--- config.mk ---
export PLATFORM = sky130hd
export DESIGN_NAME = ccb_out
export DESIGN_NICKNAME = d
export VERILOG_FILES = /design/src/design/ccb_pkg.sv /design/src/design/ccb_out.sv
export VERILOG_INCLUDE_DIRS = /design/src /design/src/design
export SDC_FILE = /design/constraint.sdc
export NUM_CORES = 1
export LEC_CHECK = 0
export BUFFER_PORTS_ARGS = -buffer_cell sky130_fd_sc_hd__buf_2
export CAP_MARGIN = 20
export CORE_AREA = 5 5 360 362
export DETAILED_ROUTE_END_ITERATION = 7
export DIE_AREA = 0 0 365 367
export MAX_ROUTING_LAYER = met4
export SETUP_SLACK_MARGIN = 0.5
export SLEW_MARGIN = 20
export SYNTH_ARGS = -nofsm -noshare
export SYNTH_HDL_FRONTEND = slang
export SYNTH_SLANG_ARGS = --single-unit
--- constraint.sdc ---
create_clock -name clk_i -period 29.4 [get_ports clk_i]
set_input_delay 0 -clock clk_i [delete_from_list [all_inputs] [get_ports clk_i]]
set_output_delay 0 -clock clk_i [all_outputs]
set_load 0.01 [all_outputs]
--- src/design/chacha20_block_function_macros.svh ---
// assertion macros shared by the chacha20 block function modules
`ifndef CHACHA20_BLOCK_FUNCTION_MACROS_SVH
`define CHACHA20_BLOCK_FUNCTION_MACROS_SVH

// same-cycle implication, sampled on clk_i, off while rst_ni is low
`define CCB_ASSERT_IMP(lbl, ante, cons, msg) \
  lbl: assert property (@(posedge clk_i) disable iff (!rst_ni) (ante) |-> (cons)) \
    else $error(msg);

// next-cycle implication, sampled on clk_i, off while rst_ni is low
`define CCB_ASSERT_NXT(lbl, ante, cons, msg) \
  lbl: assert property (@(posedge clk_i) disable iff (!rst_ni) (ante) |=> (cons)) \
    else $error(msg);

`endif

--- src/design/ccb_pkg.sv ---
// types, constants and round functions of the chacha20 block function
package ccb_pkg;

  localparam int WORD_W                = 32;
  localparam int BLOCK_WORDS           = 16;
  localparam int IDX_W                 = 4;
  localparam int KEY_WORDS             = 8;
  localparam int NONCE_WORDS           = 3;
  localparam int STEPS_PER_DR          = 8;
  localparam int STEP_W                = 3;
  localparam int DOUBLE_ROUNDS_DEFAULT = 10;

  localparam logic [IDX_W-1:0]  LAST_IDX  = IDX_W'(BLOCK_WORDS - 1);
  localparam logic [STEP_W-1:0] LAST_STEP = STEP_W'(STEPS_PER_DR - 1);

  // configuration port
  localparam int CFG_DATA_W  = 64;
  localparam int CFG_ADDR_W  = 6;
  localparam int CFG_SEL_LSB = 3;
  localparam int CFG_SEL_W   = 3;

  // fixed words "expand 32-byte k", word 0 lowest
  localparam logic [3:0][WORD_W-1:0] SIGMA = {
    32'h6b206574, 32'h79622d32, 32'h3320646e, 32'h61707865
  };

  localparam int unsigned ROT_A = 16;
  localparam int unsigned ROT_B = 12;
  localparam int unsigned ROT_C = 8;
  localparam int unsigned ROT_D = 7;

  typedef logic [WORD_W-1:0] word_t;
  typedef logic [BLOCK_WORDS-1:0][WORD_W-1:0] words_t;

  typedef struct packed {
    logic [KEY_WORDS-1:0][WORD_W-1:0]   key;
    logic [NONCE_WORDS-1:0][WORD_W-1:0] nonce;
  } cfg_t;

  // what one cell hands to the next
  typedef struct packed {
    words_t words;
    word_t  ctr;
  } cell_bus_t;

  typedef enum logic [CFG_SEL_W-1:0] {
    REG_KEY_01,
    REG_KEY_23,
    REG_KEY_45,
    REG_KEY_67,
    REG_NONCE_01,
    REG_NONCE_2
  } reg_idx_e;

  // the four add-xor-rotate steps of a quarter round
  typedef enum logic [1:0] {
    SUB_AB_16,
    SUB_CD_12,
    SUB_AB_8,
    SUB_CD_7
  } sub_e;

  function automatic word_t rotl(word_t v, int unsigned n);
    return (v << n) | (v >> (WORD_W - n));
  endfunction

  // initial state from constants, key, counter and nonce
  function automatic words_t build_init(cfg_t cfg, word_t ctr);
    words_t w;
    w        = '0;
    w[3:0]   = SIGMA;
    w[11:4]  = cfg.key;
    w[12]    = ctr;
    w[15:13] = cfg.nonce;
    return w;
  endfunction

  // one step of all four quarter rounds; step[2] picks the diagonal round
  function automatic words_t qr_step(words_t s, logic [STEP_W-1:0] step);
    words_t     r;
    logic [1:0] lb, lc, ld, lj;
    logic [3:0] ia, ib, ic, id;
    word_t      sum;
    r = s;
    for (int j = 0; j < 4; j++) begin
      lj = 2'(j);
      lb = lj + (step[2] ? 2'd1 : 2'd0);
      lc = lj + (step[2] ? 2'd2 : 2'd0);
      ld = lj + (step[2] ? 2'd3 : 2'd0);
      ia = {2'b00, lj};
      ib = {2'b01, lb};
      ic = {2'b10, lc};
      id = {2'b11, ld};
      case (sub_e'(step[1:0]))
        SUB_AB_16: begin
          sum   = s[ia] + s[ib];
          r[ia] = sum;
          r[id] = rotl(s[id] ^ sum, ROT_A);
        end
        SUB_CD_12: begin
          sum   = s[ic] + s[id];
          r[ic] = sum;
          r[ib] = rotl(s[ib] ^ sum, ROT_B);
        end
        SUB_AB_8: begin
          sum   = s[ia] + s[ib];
          r[ia] = sum;
          r[id] = rotl(s[id] ^ sum, ROT_C);
        end
        SUB_CD_7: begin
          sum   = s[ic] + s[id];
          r[ic] = sum;
          r[ib] = rotl(s[ib] ^ sum, ROT_D);
        end
        default: begin
          r = s;
        end
      endcase
    end
    return r;
  endfunction

endpackage

--- src/design/ccb_out.sv ---
// output serializer: adds the initial state and sends one keystream word a cycle while the output is not stalled
`include "chacha20_block_function_macros.svh"

module ccb_out (
  input  logic                            clk_i,
  input  logic                            rst_ni,
  input  ccb_pkg::cfg_t                   cfg_i,
  input  logic                            in_valid_i,
  input  ccb_pkg::cell_bus_t              in_bus_i,
  output logic                            in_ready_o,
  output logic                            out_valid_o,
  input  logic                            out_stall_i,
  output logic [ccb_pkg::IDX_W-1:0]       word_index_o,
  output logic [ccb_pkg::WORD_W-1:0]      keystream_word_o,
  output logic                            last_word_o
);

  logic                         blk_valid_q;
  logic [ccb_pkg::IDX_W-1:0]    idx_q;
  ccb_pkg::words_t              words_q;
  ccb_pkg::word_t               ctr_q;
  logic                         out_valid_q;
  logic [ccb_pkg::IDX_W-1:0]    out_idx_q;
  ccb_pkg::word_t               out_word_q;
  logic                         out_last_q;
  logic                         out_load;
  logic                         emit;
  logic                         take;
  ccb_pkg::words_t              init_words;

  assign out_load   = !out_valid_q || !out_stall_i;
  assign emit       = blk_valid_q && out_load;
  assign in_ready_o = !blk_valid_q || (emit && idx_q == ccb_pkg::LAST_IDX);
  assign take       = in_valid_i && in_ready_o;
  assign init_words = ccb_pkg::build_init(cfg_i, ctr_q);

  assign out_valid_o      = out_valid_q;
  assign word_index_o     = out_idx_q;
  assign keystream_word_o = out_word_q;
  assign last_word_o      = out_last_q;

  // block control and output valid
  always_ff @(posedge clk_i or negedge rst_ni) begin
    if (!rst_ni) begin
      blk_valid_q <= 1'b0;
      idx_q       <= '0;
      out_valid_q <= 1'b0;
    end else begin
      if (take) begin
        blk_valid_q <= 1'b1;
        idx_q       <= '0;
      end else if (emit) begin
        idx_q <= idx_q + 1'b1;
        if (idx_q == ccb_pkg::LAST_IDX) begin
          blk_valid_q <= 1'b0;
        end
      end
      if (out_load) begin
        out_valid_q <= emit;
      end
    end
  end

  // block words shift down as they are sent
  always_ff @(posedge clk_i) begin
    if (take) begin
      words_q <= in_bus_i.words;
      ctr_q   <= in_bus_i.ctr;
    end else if (emit) begin
      words_q <= {{ccb_pkg::WORD_W{1'b0}}, words_q[ccb_pkg::BLOCK_WORDS-1:1]};
    end
  end

  // output register: final add with the initial word
  always_ff @(posedge clk_i) begin
    if (emit) begin
      out_word_q <= words_q[0] + init_words[idx_q];
      out_idx_q  <= idx_q;
      out_last_q <= (idx_q == ccb_pkg::LAST_IDX);
    end
  end

  `CCB_ASSERT_NXT(a_out_load, take, blk_valid_q && idx_q == '0, "serializer load did not restart index")
  `CCB_ASSERT_IMP(a_out_last, out_valid_q && out_last_q, out_idx_q == ccb_pkg::LAST_IDX, "last flag off the final word")

endmodule

==> flow_summary.ini <==
[synthesis]
synth_top_flop_cell = edfxtp_1
synth_seq_cells = 587
syn_nets = 3667
synthDistinctLibCells = 63
synth-edff-count = 581
synth_area_sq_mm = 0.0288
synthArstFlopShare_pct = 1.02
syn_avg_cell_area_sq_um = 10.6
syn_inst = 2728
synth.yosys.seq_area_share_pct = 61.0
yosys_warnings = 0

[routing]
first_iter_violations = 2219
drcViolationCount = 0
top_layer = met4
wirelength_met1_microns = 53000
vias = 26500
wirelength_microns = 139000
wire_per_inst_microns = 23.4
avgViaCountPerCell = 4.49
firstDrtPassIters = 5
route.met3.wl_microns = 9540
wl_met2_microns = 68000
antenna_left = 0

[clock_tree]
cts_htree_levels = 3
clkLatencyLatePin_ns = 0.65
cts-root-buf = clkbuf_16
clk_pin_slew_worst_paths_ns = 0.06
cts_tree = built
cts_buffers = 72
cts_sinks = 587
clockBufferDepth = 3

[sta]
rsz0062_at_grt = false
slew_viol_final = 0
finalSetupTns_ns = 0
max_slew.worst_pin.slew_ns = 1.08
clock_skew_ns = 0.0429
relSlewSlack_pct = 27.5
setup_violations = 0
min_period_ns = 5.59
max_freq_ghz = 0.179
min_period_over_period_pct = 19.0
hold_violations = 0

[die]
die_h_microns = 367
dieArea_sq_mm = 0.134
ios = 939
rows = 131
dieWidth_microns = 365
start_util_pct = 22.8
core_sq_mm = 0.126

[placed_design]
io_buffers = 938
place_congestion = 0.958
hpwl_microns = 102000

[power]
p_leak_uw = 0.0190
clockPowerShare_pct = 26.2
power_density_mw_per_mm2 = 76.7
combPwrFrac_pct = 36.0
p_int_uw = 2100
netSwitchingFraction_pct = 36.4
ir_drop_mv = 0.0518
p_total_uw = 3300
p_sw_uw = 1200
seq_power_share_pct = 37.7

[setup_path]
critPathCaptureType = flip-flop
cp-start-kind = flip-flop
critPathLaunch = idx_q[0]
cp.required_ns = 29.76
rrSetupSlack_ns = 23.81
rr_startpoint = idx_q[0]
crit_type = reg -> reg
cp_max_fo = 53
crit_arrival_ns = 5.95

[run_status]
status = finished clean

[cells_and_area]
drive_gt1_share_pct = 28.1
final-seq-area_sq_mm = 0.0176
num-nets-final = 5095
areaGrowthSynthToFinish_pct = 49.2
multi_input_area_sq_mm = 0.0105
fill_cells = 12500

[flow_run]
max_cap_viol_count = 0

[global_route]
grtUsageTotal_pct = 20.4
grt_pass1_vias = 27900
grt_max_degree = 197
grt_pass1_wl_microns = 192000
grt_antenna_before_repair = 57
grt-ovfl-total = 0

[worst_hold_path]
hold_class = in -> reg
hp-start = in_bus_i[30]
-- state kept, by name (all words and copies together) (netlist names) --
name	flops
keystream_word_o	32
last_word_o	1
blk_valid_q	1
out_valid_o	1
words_q	512
idx_q	4
ctr_q	32
word_index_o	4
-- power groups by stage --
stage	sequential [uW]	clock (uW)	combinational [uW]
CTS	1240	891	1200
global route	1260	925	1300
global placement	1260	0	1130
detailed placement	1260	0	1130
finish	1240	866	1190
floorplan	1250	0	711
-- cell type report --
| class | instances | area share [%] |
|---|---|---|
| Sequential cell | 587 | 40.9 |
| Clock buffer | 89 | 4.34 |
| Timing Repair Buffer | 1515 | 24.2 |
| Tap cell | 1662 | 4.83 |
| Inverter | 15 | 0.148 |
| Antenna cell | 45 | 0.262 |
| Clock inverter | 40 | 0.910 |
| Multi-Input combinational cell | 1965 | 24.3 |
-- cell usage after synthesis (7+ instances only) --
library cell / instances / area share, %
edfxtp_1: 581 / 61
a21o_1: 9 / 0.23
xnor2_1: 17 / 0.52
mux2i_1: 10 / 0.35
buf_1: 21 / 0.27
buf_2: 72 / 1.3
nand2_1: 1520 / 20
ha_1: 38 / 1.6
a21oi_1: 37 / 0.64
and3_1: 36 / 0.78
inv_1: 13 / 0.17
o21ai_0: 29 / 0.50
a211oi_1: 15 / 0.39
a31oi_1: 12 / 0.26
nand4_1: 9 / 0.20
nor2_1: 30 / 0.39
a22o_1: 8 / 0.24
nand3_1: 8 / 0.14
clkbuf_1: 60 / 0.78
mux4_2: 98 / 7.7
xor2_1: 11 / 0.33
and2_1: 7 / 0.15
-- metal layers --
| layer | track usage (%) | up-vias |
|---|---|---|
| met1 | 23.2 | 12700 |
| met5 | - | - |
| met3 | 3.82 | 311 |
| met2 | 34.2 | 1307 |
| met4 | 10.5 | 0 |
| li1 | - | 12300 |
-- stage by stage --
step | worst slack [ns] | utilization, % | cell area, sq um | cells | hold WS (ns)
CTS | 23.78 | 33.9 | 42900 | 5872 | 0.0124
global placement | 23.87 | 27.8 | 35100 | 5195 | -0.141
finish | 23.81 | 34.0 | 43000 | 5918 | 0.0875
global route | 23.42 | 34.0 | 43000 | 5915 | 0.0244
detailed placement | 23.77 | 27.8 | 35100 | 5195 | -0.141
floorplan | 11.98 | - | 28800 | 2728 | -0.296
-- logic make-up after synthesis --
| logic type | count (synthesis) | share of synthesized area [%] |
|---|---|---|
| adder cells (fa/ha/maj) | 39 | 1.72 |
| buffers and inverters | 176 | 2.71 |
| AND/OR/NAND/NOR | 1633 | 21.9 |
| XOR/XNOR | 28 | 0.851 |
| multiplexers | 112 | 8.16 |
| flip-flops | 587 | 61.0 |
| AO/OA/AOI/OAI | 153 | 3.57 |
-- path summary, 6_finish.rpt --
| kind | cells after the start | endpoint |
|---|---|---|
| worst max-delay path | 11 | keystream_word_o[25] |
| worst min-delay path | 2 | ctr_q[30] |
| worst max register to register | 11 | keystream_word_o[25] |
| worst min register to register | 2 | words_q[185] |
| max in group asynchronous | 3 | idx_q[1] |
| min in group asynchronous | 3 | blk_valid_q |
-- critical path, stage by stage (launching register included) --
cell      delay, ns
dfrtp_4        0.42
buf_4          0.73
buf_4          0.84
mux4_2         0.60
mux4_2         0.55
ha_1           0.40
a21oi_1        0.39
o211ai_1       0.16
a21oi_1        0.29
o22ai_1        0.28
a311o_1        0.43
xor2_1         0.14
-- what timing repair did --
action / 4_1_cts / 5_1_grt
endpoints found under the hold margin: 569 / 0
resized for setup: 0 / 0
buffers inserted: 0 / 0
hold buffers: 548 / 0
-- placed cells by master, fill, tap and decap left out, drive strengths merged, types with 3 or more instances in the layout --
cell type and instances:
a311o 5, edfxtp 581, o21ai 30, nand2b 5
nand2 1521, a21oi 37, and3 36, xnor2 17
nand3 8, inv 15, o211ai 5, nor3 6
mux4 98, mux2 4, a22o 8, a31oi 12
a211oi 15, ha 38, a21o 9, dfrtp 6
clkbuf 89, nand4 9, clkinv 33, mux2i 10
clkinvlp 5, and2 7, buf 967, o211a 3
diode 45, o21a 6, xor2 11, dlygate4sd3 548
nor2 30
Note: power is estimated with default switching activity, not from simulation.
