**src/design/chacha20_block_function_macros.svh**
```systemverilog
// assertion macros shared by the chacha20 block function modules
`ifndef CHACHA20_BLOCK_FUNCTION_MACROS_SVH
`define CHACHA20_BLOCK_FUNCTION_MACROS_SVH

// same-cycle implication, sampled on clk_i, off while rst_ni is low
`define CCB_ASSERT_IMP(lbl, ante, cons, msg) \
  lbl: assert property (@(posedge clk_i) disable iff (!rst_ni) (ante) |-> (cons)) \
    else $error(msg);

// next-cycle implication, sampled on clk_i, off while rst_ni is low
`define CCB_ASSERT_NXT(lbl, ante, cons, msg) \
  lbl: assert property (@(posedge clk_i) disable iff (!rst_ni) (ante) |=> (cons)) \
    else $error(msg);

`endif

```
**src/design/ccb_pkg.sv**
```systemverilog
// types, constants and round functions of the chacha20 block function
package ccb_pkg;

  localparam int WORD_W                = 32;
  localparam int BLOCK_WORDS           = 16;
  localparam int IDX_W                 = 4;
  localparam int KEY_WORDS             = 8;
  localparam int NONCE_WORDS           = 3;
  localparam int STEPS_PER_DR          = 8;
  localparam int STEP_W                = 3;
  localparam int DOUBLE_ROUNDS_DEFAULT = 10;

  localparam logic [IDX_W-1:0]  LAST_IDX  = IDX_W'(BLOCK_WORDS - 1);
  localparam logic [STEP_W-1:0] LAST_STEP = STEP_W'(STEPS_PER_DR - 1);

  // configuration port
  localparam int CFG_DATA_W  = 64;
  localparam int CFG_ADDR_W  = 6;
  localparam int CFG_SEL_LSB = 3;
  localparam int CFG_SEL_W   = 3;

  // fixed words "expand 32-byte k", word 0 lowest
  localparam logic [3:0][WORD_W-1:0] SIGMA = {
    32'h6b206574, 32'h79622d32, 32'h3320646e, 32'h61707865
  };

  localparam int unsigned ROT_A = 16;
  localparam int unsigned ROT_B = 12;
  localparam int unsigned ROT_C = 8;
  localparam int unsigned ROT_D = 7;

  typedef logic [WORD_W-1:0] word_t;
  typedef logic [BLOCK_WORDS-1:0][WORD_W-1:0] words_t;

  typedef struct packed {
    logic [KEY_WORDS-1:0][WORD_W-1:0]   key;
    logic [NONCE_WORDS-1:0][WORD_W-1:0] nonce;
  } cfg_t;

  // what one cell hands to the next
  typedef struct packed {
    words_t words;
    word_t  ctr;
  } cell_bus_t;

  typedef enum logic [CFG_SEL_W-1:0] {
    REG_KEY_01,
    REG_KEY_23,
    REG_KEY_45,
    REG_KEY_67,
    REG_NONCE_01,
    REG_NONCE_2
  } reg_idx_e;

  // the four add-xor-rotate steps of a quarter round
  typedef enum logic [1:0] {
    SUB_AB_16,
    SUB_CD_12,
    SUB_AB_8,
    SUB_CD_7
  } sub_e;

  function automatic word_t rotl(word_t v, int unsigned n);
    return (v << n) | (v >> (WORD_W - n));
  endfunction

  // initial state from constants, key, counter and nonce
  function automatic words_t build_init(cfg_t cfg, word_t ctr);
    words_t w;
    w        = '0;
    w[3:0]   = SIGMA;
    w[11:4]  = cfg.key;
    w[12]    = ctr;
    w[15:13] = cfg.nonce;
    return w;
  endfunction

  // one step of all four quarter rounds; step[2] picks the diagonal round
  function automatic words_t qr_step(words_t s, logic [STEP_W-1:0] step);
    words_t     r;
    logic [1:0] lb, lc, ld, lj;
    logic [3:0] ia, ib, ic, id;
    word_t      sum;
    r = s;
    for (int j = 0; j < 4; j++) begin
      lj = 2'(j);
      lb = lj + (step[2] ? 2'd1 : 2'd0);
      lc = lj + (step[2] ? 2'd2 : 2'd0);
      ld = lj + (step[2] ? 2'd3 : 2'd0);
      ia = {2'b00, lj};
      ib = {2'b01, lb};
      ic = {2'b10, lc};
      id = {2'b11, ld};
      case (sub_e'(step[1:0]))
        SUB_AB_16: begin
          sum   = s[ia] + s[ib];
          r[ia] = sum;
          r[id] = rotl(s[id] ^ sum, ROT_A);
        end
        SUB_CD_12: begin
          sum   = s[ic] + s[id];
          r[ic] = sum;
          r[ib] = rotl(s[ib] ^ sum, ROT_B);
        end
        SUB_AB_8: begin
          sum   = s[ia] + s[ib];
          r[ia] = sum;
          r[id] = rotl(s[id] ^ sum, ROT_C);
        end
        SUB_CD_7: begin
          sum   = s[ic] + s[id];
          r[ic] = sum;
          r[ib] = rotl(s[ib] ^ sum, ROT_D);
        end
        default: begin
          r = s;
        end
      endcase
    end
    return r;
  endfunction

endpackage

```
**src/design/ccb_cfg.sv**
```systemverilog
// key and nonce registers behind the apb-style configuration port
module ccb_cfg (
  input  logic                            clk_i,
  input  logic                            rst_ni,
  input  logic                            psel,
  input  logic                            penable,
  input  logic                            pwrite,
  input  logic [ccb_pkg::CFG_ADDR_W-1:0]  paddr,
  input  logic [ccb_pkg::CFG_DATA_W-1:0]  pwdata,
  output logic [ccb_pkg::CFG_DATA_W-1:0]  prdata,
  output logic                            pready,
  output ccb_pkg::cfg_t                   cfg_o
);

  ccb_pkg::cfg_t     cfg_q;
  logic              wr_en;
  ccb_pkg::reg_idx_e sel;

  assign pready = 1'b1;
  assign wr_en  = psel && penable && pwrite;
  assign sel    = ccb_pkg::reg_idx_e'(
                    paddr[ccb_pkg::CFG_ADDR_W-1:ccb_pkg::CFG_SEL_LSB]);
  assign cfg_o  = cfg_q;

  // register writes, unknown addresses dropped
  always_ff @(posedge clk_i or negedge rst_ni) begin
    if (!rst_ni) begin
      cfg_q <= '0;
    end else if (wr_en) begin
      case (sel)
        ccb_pkg::REG_KEY_01:   cfg_q.key[1:0]   <= pwdata;
        ccb_pkg::REG_KEY_23:   cfg_q.key[3:2]   <= pwdata;
        ccb_pkg::REG_KEY_45:   cfg_q.key[5:4]   <= pwdata;
        ccb_pkg::REG_KEY_67:   cfg_q.key[7:6]   <= pwdata;
        ccb_pkg::REG_NONCE_01: cfg_q.nonce[1:0] <= pwdata;
        ccb_pkg::REG_NONCE_2:  cfg_q.nonce[2]   <= pwdata[ccb_pkg::WORD_W-1:0];
        default: begin
        end
      endcase
    end
  end

  // read back
  always_comb begin
    case (sel)
      ccb_pkg::REG_KEY_01:   prdata = cfg_q.key[1:0];
      ccb_pkg::REG_KEY_23:   prdata = cfg_q.key[3:2];
      ccb_pkg::REG_KEY_45:   prdata = cfg_q.key[5:4];
      ccb_pkg::REG_KEY_67:   prdata = cfg_q.key[7:6];
      ccb_pkg::REG_NONCE_01: prdata = cfg_q.nonce[1:0];
      ccb_pkg::REG_NONCE_2:  prdata = {{ccb_pkg::WORD_W{1'b0}}, cfg_q.nonce[2]};
      default:               prdata = '0;
    endcase
  end

endmodule

```
**config.mk**
```make
export PLATFORM = sky130hd
export DESIGN_NAME = ccb_cfg
export DESIGN_NICKNAME = d
export VERILOG_FILES = /design/src/design/chacha20_block_function_macros.svh /design/src/design/ccb_pkg.sv /design/src/design/ccb_cfg.sv
export SDC_FILE = /design/constraint.sdc
export NUM_CORES = 1
export LEC_CHECK = 0
export BUFFER_PORTS_ARGS = -buffer_cell sky130_fd_sc_hd__buf_2
export CELL_PAD_IN_SITES_DETAIL_PLACEMENT = 0
export CELL_PAD_IN_SITES_GLOBAL_PLACEMENT = 1
export CORE_ASPECT_RATIO = 0.5
export CORE_UTILIZATION = 41
export DETAILED_ROUTE_END_ITERATION = 8
export MAX_ROUTING_LAYER = met4
export PLACE_DENSITY = 0.91
export SYNTH_ARGS = -nofsm -noshare
export SYNTH_HDL_FRONTEND = slang
export SYNTH_SLANG_ARGS = --single-unit
```
**constraint.sdc**
```tcl
create_clock -name clk_i -period 2.1 [get_ports clk_i]
set_clock_uncertainty 0.1 [all_clocks]
set_input_delay 0.21 -clock clk_i [delete_from_list [all_inputs] [get_ports clk_i]]
set_output_delay 0.21 -clock clk_i [all_outputs]
set_load 0.005 [all_outputs]
```
==> flow_summary.json, run 1 <==
{
  "grt_max_degree": 78,
  "wl_per_cell_um": 22.97,
  "syn2layout_area_growth_pct": 32.61,
  "p_leak_nw": 10.64,
  "grt_pass1_wl_um": 77850,
  "post-route-period-util_pct": 97.46,
  "hold_class": "in2async",
  "final_util_pct": 56.22,
  "path_buf_inv": 1,
  "r2r-start": "cfg_o[256]$_DFFE_PN0P_",
  "largest_register_ffs": 352,
  "synth_async_sr_flop_share_pct": 100.0,
  "initial_core_util_pct": 42.39,
  "vdd.ir_drop.worst_mv": 0.5569,
  "ff_latch_area_um2": 8808,
  "multi_input_area_um2": 6868,
  "die_width_um": 282.5,
  "row_count": 50,
  "synth_ff_type": "dfrtp_1",
  "grt_pass1_vias": 12480,
  "final-hold-violation-count": 0,
  "num-nets-final": 1785,
  "ant_nets": 0,
  "cts.clk_slew.worst_paths_ps": 70,
  "numCtsBuffers": 35,
  "drv_cap": 0,
  "crit_required_ps": 1790,
  "min_period_ps": 2047,
  "max_freq_mhz": 488.6,
  "worstMarginPinSlew_ps": 808.5,
  "htree_levels": 2,
  "holdWs_ps": 104.0,
  "critPathSlowestCell": "dfrtp_1",
  "drt-initial-drc-count": 776,
  "wl_um": 51810,
  "critPathMaxStageDelay_ps": 400,
  "reg2reg_slack_ps": 1100,
  "crit_family": "flip-flops",
  "cts_tree": "yes",
  "total_power_mw": 20.80,
  "start_kind": "flip-flop",
  "synth.area.top_cells": "dfrtp_1 (55%), mux2_2 (27%), mux2i_1 (3.6%)",
  "synthCells": 1163,
  "io_buffer_count": 487,
  "cts_root_buf": "clkbuf_16",
  "dieArea_um2": 40180,
  "clk_path_buf_depth": 3,
  "worstPathMaxFanout": 3,
  "cts_num_sinks": 352,
  "hpwl_um": 35420,
  "core-area_um2": 38040,
  "slew_viol_final": 0,
  "netlist.area_leader.share_pct": 54.62,
  "post_route_cells_drive_above_1_share_pct": 57.46,
  "post_dp_cell_area_um2": 19440,
  "syn_nets": 1238,
  "r2r-end": "cfg_o[256]$_DFFE_PN0P_",
  "r2r_cells": 2,
  "pin_count": 492,
  "yosysSeqAreaShare_pct": 54.62,
  "drc": 0,
  "dp_cells": 2126,
  "die_h_um": 142.2,
  "cp.depth": 4,
  "path_class": "reg2out",
  "finalInstanceArea_um2": 21380,
  "worst_ep_arrival_time_ps": 1740,
  "power.density_nw_per_um2": 972.9,
  "syn_avg_cell_area_um2": 13.87,
  "track_usage_pct": 26.22,
  "vias": 12350,
  "ys_ff_latch": 352,
  "globalplace.congestion": 0.8850,
  "yosys.area.top_type": "dfrtp_1",
  "finalSetupViolations": 0,
  "firstDrtPassIters": 7,
  "relSlewSlack_pct": 45.90,
  "synth-edff-count": 0,
  "cp-end-kind": "primary output",
  "yosysWarnings": 0,
  "antenna_found_initial": 1,
  "via_per_inst": 5.474,
  "nFillCells": 3189,
  "fin_cells": 2256,
  "syn_area_um2": 16130,
  "overflow": 0,
  "crit_path_cell_trace": "mux2_2, a221oi_1, nor2_1, buf_2",
  "clock_latency_ps": 520,
  "status": "completed",
  "synth_cell_types": 33
}
-- cells by family after synthesis --
group / Yosys count / synth area share, %
multiplexers: 477 / 32.86
AND/OR/NAND/NOR: 92 / 2.747
other: 1 / 0.02326
buffers and inverters: 102 / 3.119
AO/OA/AOI/OAI: 139 / 6.626
flip-flops: 352 / 54.62
-- placed cells by master (no fill, tap or decap), types with 20 or more instances in the layout --
master / count
nor2_1: 20
mux2_2: 390
buf_12: 24
dfrtp_1: 352
o21a_1: 20
a221oi_1: 29
buf_4: 25
clkbuf_16: 37
mux2i_1: 58
dlygate4sd3_1: 65
mux2_1: 29
buf_2: 483
nand2_1: 45
-- synthesized netlist by cell type, drive strengths merged (13+ instances only) --
library cell  number
mux2i             58
mux2             419
a221oi            34
nand2             45
inv               13
buf               65
dfrtp            352
o21a              20
a31oi             15
clkbuf            24
nor2              25
-- power by group --
part / switching (mW) / internal, mW / leakage [nW]
Combinational: 2.19 / 2.65 / 5.54
Clock: 2.72 / 4.07 / 0.603
Sequential: 1.06 / 8.11 / 4.50
-- layer usage --
layer,global-route usage [%],wire (um),vias to the layer above
met5,-,0,-
met4,11.18,2235,0
met3,4.251,2289,136
met2,41.18,25420,384
met1,33.80,21870,6446
li1,-,-,5384
-- through the flow --
stage          worst slack, ps  setup TNS (ps)
6_report                 53.39               0
5_1_grt                 -5.978          -5.978
4_1_cts                  19.30               0
3_5_place_dp            -16.07          -65.05
3_3_place_gp             21.07               0
2_1_floorplan            365.2               0
-- worst register-to-register path: stages (launching register included) --
cell and delay [ps]:
dfrtp_1 380, buf_4 160, mux2_2 260
-- area by class of cell --
cell class,instances,share of cell area (%)
timing repair buffer,599,17.59
clock buffer,52,5.061
sequential,352,41.19
antenna,1,0.01170
multi-input combinational,709,32.12
inverter,13,0.2282
tap,520,3.043
clock inverter,10,0.7548
-- what timing repair did --
item | in CTS | in global routing
setup endpoints to repair | 3 | 5
resized for setup | 1 | 5
endpoints found under the hold margin | 704 | 0
hold buffers | 65 | 0
setup buffers | 0 | 2
-- how the worst max path moves through the flow --
stage	from	slack [ps]	endpoint
5_1_grt	cfg_o[102]$_DFFE_PN0P_	-6	prdata[6]
4_1_cts	cfg_o[256]$_DFFE_PN0P_	20	prdata[32]
2_1_floorplan	paddr[4]	370	prdata[32]
3_3_place_gp	paddr[3]	20	prdata[43]
3_5_place_dp	paddr[3]	-20	prdata[45]
6_report	cfg_o[134]$_DFFE_PN0P_	50	prdata[38]
Power figures use the tool's default switching activity.
==> inputs of run 2 (changes only) <==
Settings changed: ABC_AREA set to 1, CORE_ASPECT_RATIO 0.5 to 0.7, CORE_UTILIZATION 41 to 38, PLACE_DENSITY 0.91 to 0.92, RECOVER_POWER set to 100.
==> run 2 against run 1 <==
  * Count of clock-buffer cells in the layout increased by 2
  * Die area rose by 14%
  * Wire length is 33% higher
  * Hold slack improved by 17 ps
  * Setup slack better by 110 ps
  * Register-to-register slack gained 130 ps
  * Area after synthesis grew 6.3%
  * Critical path type is now in2out
  * Largest power group unchanged
==> flow_summary.json, run 2 <==
{
  "status": "completed",
  "wl_per_cell_um": 20.66,
  "clock_latency_ps": 520,
  "r2r_cells": 2,
  "post_route_cells_drive_above_1_share_pct": 12.72,
  "firstDrtPassIters": 5,
  "p_leak_nw": 11.04,
  "core-area_um2": 44040,
  "post-route-period-util_pct": 92.38,
  "rsz0062_at_grt": "false",
  "post_dp_cell_area_um2": 20220,
  "drc": 0,
  "layout_common_cells": "nand2_1 (763), o21ai_0 (405), dfrtp_1 (352)",
  "synthCells": 2245,
  "yosysSeqAreaShare_pct": 51.40,
  "cts_num_sinks": 352,
  "io_buffer_count": 487,
  "relSlewSlack_pct": 2.588,
  "worst_ep_arrival_time_ps": 1630,
  "dieArea_um2": 45970,
  "final_common_cell": "nand2_1",
  "start_kind": "primary input",
  "path_class": "in2out",
  "min_period_ps": 1940,
  "syn2layout_area_growth_pct": 26.43,
  "synth_async_sr_flop_share_pct": 100.0,
  "syn_avg_cell_area_um2": 7.634,
  "synth-edff-count": 0,
  "power.density_nw_per_um2": 953.5,
  "die_h_um": 179.7,
  "cts.clk_slew.worst_paths_ps": 70,
  "wl_um": 68990,
  "track_usage_pct": 30.46,
  "netlist.area_leader.share_pct": 51.40,
  "finalInstanceArea_um2": 21670,
  "worstPathMaxFanout": 15,
  "synth.area.top_cells": "dfrtp_1 (51%), nand2_1 (17%), o21ai_0 (11%)",
  "grt_max_degree": 135,
  "max_freq_mhz": 515.5,
  "overflow": 0,
  "whs_path_depth": 5,
  "setup_tns_ps": 0,
  "synth_ff_type": "dfrtp_1",
  "yosys.cell_count.top_type": "nand2_1",
  "cts_tree": "yes",
  "htree_levels": 2,
  "numCtsBuffers": 38,
  "worstMarginPinSlew_ps": 1461,
  "holdWs_ps": 120.9,
  "syn_area_um2": 17140,
  "drv_cap": 0,
  "globalplace.congestion": 0.9098,
  "vdd.ir_drop.worst_mv": 0.4978,
  "yosysWarnings": 0,
  "grt_pass1_vias": 17534,
  "crit_required_ps": 1790,
  "grt_pass1_wl_um": 106700,
  "ys_ff_latch": 352,
  "slew_viol_final": 0,
  "syn_nets": 2320,
  "final-hold-violation-count": 0,
  "finalSetupViolations": 0,
  "cts_root_buf": "clkbuf_16",
  "initial_core_util_pct": 38.91,
  "yosys.area.top_type": "dfrtp_1",
  "die_width_um": 255.8,
  "cp-end-kind": "primary output",
  "num-nets-final": 2791,
  "antenna_found_initial": 1,
  "ant_nets": 0,
  "synth_cell_types": 22,
  "largest_register_ffs": 352,
  "row_count": 64,
  "hpwl_um": 44010,
  "hold_class": "in2reg",
  "via_per_inst": 5.439,
  "cts_resized": 0,
  "clk_path_buf_depth": 3,
  "pin_count": 492,
  "synth_common_cells": "nand2_1 (764), o21ai_0 (390), dfrtp_1 (352)",
  "drt-initial-drc-count": 1794,
  "vias": 18166
}
run 2: cell types whose count changed in the layout (fill, tap and decap cells not counted), moves of 20 or more:
cell	delta
a221oi_1	-29
mux2_1	-29
inv_1	+149
nor2_1	+93
clkbuf_1	+268
nand3_1	+153
buf_2	-271
o21ai_0	+393
nand2_1	+718
o21a_1	-20
mux2_2	-390
mux2i_1	-58
nand4_1	+91
run 2: worst paths after layout:
| kind | slack, ps | start | end |
|---|---|---|---|
| worst max register to register | 1230 | cfg_o[289]$_DFFE_PN0P_ | cfg_o[289]$_DFFE_PN0P_ |
| worst max-delay path | 160 | paddr[3] | prdata[50] |
| min in group asynchronous | 450 | rst_ni | cfg_o[215]$_DFFE_PN0P_ |
| worst min-delay path | 120 | paddr[3] | cfg_o[95]$_DFFE_PN0P_ |
| worst min register to register | 420 | cfg_o[298]$_DFFE_PN0P_ | cfg_o[298]$_DFFE_PN0P_ |
| max in group asynchronous | 290 | rst_ni | cfg_o[340]$_DFFE_PN0P_ |
run 2: cell type report:
class                   count  area, um2
well taps                 594      743.2
inverters                 162      610.6
fillers                  4390      22380
repair buffers            610       3316
clock buffers              54       1155
clock inverters            14      147.6
flip-flops and latches    352       8808
diodes                      2      5.005
multi-input cells        1552       6882
run 2: routing by layer:
layer  global-route usage (%)  vias to the layer above  part of all wire [%]
met3                    5.527                      150                   9.0
li1                         -                     8191                     -
met5                        -                        -                     0
met4                    10.59                        0                   3.6
met1                    40.36                     8823                    42
met2                    46.92                     1002                    46
run 2: cells by family after synthesis:
group | synth area share, %
simple gates | 27.89
compound gates | 12.00
flops | 51.40
buf+inv | 8.688
other cells | 0.02188
run 2: report_power, final:
part / internal [mW] / leakage, nW / switching [mW] / total (mW)
registers: 8.15 / 4.40 / 1.06 / 9.21
logic: 1.61 / 6.00 / 2.79 / 4.40
clock network: 4.20 / 0.650 / 2.85 / 7.05
total: 14.0 / 11.0 / 6.71 / 20.7
run 2: per-stage QoR:
step | utilization, % | instances | total power, mW | setup slack, ps
3_3_place_gp | 45.91 | 3205 | 13.67 | 208.2
4_1_cts | 50.34 | 3338 | 20.99 | 203.4
6_report | 49.20 | 3340 | 20.66 | 160.1
2_1_floorplan | - | 2245 | 10.88 | 669.3
3_5_place_dp | 45.91 | 3205 | 13.82 | 161.7
5_1_grt | 49.19 | 3339 | 21.67 | 73.17
run 2: repair_timing:
item                      CTS  global route
hold buffers               65             0
hold endpoints to repair  704             0
setup buffers               0             0
run 2: worst max-delay path, cell delays in order:
cell and delay [ps]:
buf_4 180, nor2_2 370, buf_4 330, nand3_1 100
nand2_1 80, nor2_1 40, nand2_1 50, clkbuf_1 250
==> inputs of run 3 (changes only) <==
Settings changed: RECOVER_POWER 100 to unset.
==> run 3 against run 2 <==
  * Global-route usage did not move
  * Cell area is 2.3% higher
  * Final cell count about the same
  * Hold slack lost 44 ps
  * Register-to-register slack better by 20 ps
  * Sequential power hardly changed
  * Count of clock-buffer cells in the layout unchanged
  * Fmax rose by 3.3%
  * Clock power is essentially flat
  * Total power up 1.2%
  * Combinational power up 6.4%
  * Critical path type is now reg2out
  * Critical endpoint is now prdata[27]
  * Largest power group unchanged
==> flow_summary.json, run 3 (same netlist as run 2, synthesis figures left out) <==
{
  "status": "completed",
  "track_usage_pct": 30.46,
  "clock_latency_ps": 520,
  "intPower_mw": 14.23,
  "post_route_cells_drive_above_1_share_pct": 22.78,
  "vias": 18183,
  "via_per_inst": 5.446,
  "power_switching_mw": 6.669,
  "worstPathMaxFanout": 3,
  "initial_core_util_pct": 38.91,
  "syn2layout_area_growth_pct": 29.39,
  "critPathMaxStageDelay_ps": 430,
  "largest_register_ffs": 352,
  "worstMarginPinSlew_ps": 663.5,
  "final-hold-violation-count": 0,
  "drv_cap": 0,
  "final_common_cell": "nand2_1",
  "power_frac_comb_pct": 22.4,
  "worst_ep_arrival_time_ps": 1570,
  "path_class": "reg2out",
  "row_count": 64,
  "min_period_ps": 1877,
  "wl_per_cell_um": 20.63,
  "io_buffer_count": 487,
  "layout_common_cells": "nand2_1 (763), buf_2 (483), o21ai_0 (390)",
  "grt_pass1_vias": 17534,
  "pin_count": 492,
  "post-route-period-util_pct": 89.40,
  "cts_resized": 0,
  "hpwl_um": 44010,
  "drc": 0,
  "total_power_mw": 20.90,
  "core-area_um2": 44040,
  "cpMostUsedCell": "nand2_1",
  "numCtsBuffers": 38,
  "crit_required_ps": 1790,
  "die_width_um": 255.8,
  "hold_class": "in2async",
  "setup_tns_ps": 0,
  "crit_path_cell_trace": "nand4_1, nand2_1, nor2_1, nand2_1, buf_2",
  "htree_levels": 2,
  "ant_nets": 0,
  "grt_max_degree": 135,
  "clkPwrFrac_pct": 33.7,
  "overflow": 0,
  "cts_num_sinks": 352,
  "seqPwrFrac_pct": 43.9,
  "max_freq_mhz": 532.6,
  "slew_viol_final": 0,
  "cts.clk_slew.worst_paths_ps": 70,
  "firstDrtPassIters": 7,
  "p_leak_nw": 12.03,
  "path_buf_inv": 1,
  "cts_tree": "yes",
  "start_kind": "flip-flop",
  "power.density_nw_per_um2": 942.5,
  "die_h_um": 179.7,
  "cts_root_buf": "clkbuf_16",
  "rsz0062_at_grt": "false",
  "clk_path_buf_depth": 3,
  "globalplace.congestion": 0.9098,
  "drt-initial-drc-count": 1858,
  "relSlewSlack_pct": 55.77,
  "wl_um": 68880,
  "antenna_found_initial": 1,
  "num-nets-final": 2791,
  "cp-end-kind": "primary output",
  "finalSetupViolations": 0,
  "vdd.ir_drop.worst_mv": 0.5031,
  "grt_pass1_wl_um": 106700,
  "holdWs_ps": 77.09,
  "nFillCells": 4226,
  "crit_family": "simple AND/OR/NAND/NOR gates",
  "dieArea_um2": 45970,
  "switching_share_pct": 31.91,
  "critPathSlowestCell": "dfrtp_1"
}
run 3: layout make-up:
cell class                      instances  area, um2  area share (%)
Clock buffer                           54       1155           5.208
Inverter                              162      610.6           2.754
Antenna cell                            1      2.502         0.01129
Tap cell                              594      743.2           3.352
Multi-Input combinational cell       1552       6915           31.19
Sequential cell                       352       8808           39.72
Clock inverter                         14      147.6          0.6658
Timing Repair Buffer                  610       3791           17.10
run 3: per-layer routing:
metal / share of wire (%) / vias to the layer above / GRT usage, %
met5: 0 / - / -
met3: 9.3 / 140 / 5.527
li1: - / 8193 / -
met2: 46 / 1028 / 46.92
met1: 41 / 8822 / 40.36
met4: 3.2 / 0 / 10.59
run 3: power by group through the flow:
stage	combinational, mW	sequential [mW]	clock (mW)
finish	4.68	9.18	7.04
global route	5.17	9.33	7.41
CTS	4.68	9.15	7.16
detailed placement	4.57	9.25	0
global placement	4.47	9.20	0
floorplan	1.69	9.19	0
run 3: stage by stage:
stage / utilization, % / instances / area [um2] / setup WS (ps)
6_report: 50.35 / 3339 / 22170 / 222.5
2_1_floorplan: - / 2245 / 17140 / 669.3
3_5_place_dp: 45.91 / 3205 / 20220 / 161.7
3_3_place_gp: 45.91 / 3205 / 20220 / 208.2
5_1_grt: 50.35 / 3339 / 22170 / 142.5
4_1_cts: 50.34 / 3338 / 22170 / 203.4
run 3: path summary, 6_finish.rpt:
kind | from | endpoint | slack, ps | cells after the start
setup / recovery | cfg_o[91]$_DFFE_PN0P_ | prdata[27] | 220 | 5
hold / removal | rst_ni | cfg_o[53]$_DFFE_PN0P_ | 80 | 2
setup reg to reg | cfg_o[289]$_DFFE_PN0P_ | cfg_o[289]$_DFFE_PN0P_ | 1250 | 2
hold reg to reg | cfg_o[298]$_DFFE_PN0P_ | cfg_o[298]$_DFFE_PN0P_ | 410 | 2
max in group asynchronous | rst_ni | cfg_o[201]$_DFFE_PN0P_ | 1060 | 3
min in group clk_i | paddr[3] | cfg_o[95]$_DFFE_PN0P_ | 80 | 5
run 3: repair_timing:
item	CTS	global route
buffers inserted	0	0
hold buffers	65	0
endpoints found under the setup margin	0	0
hold endpoints to repair	704	0
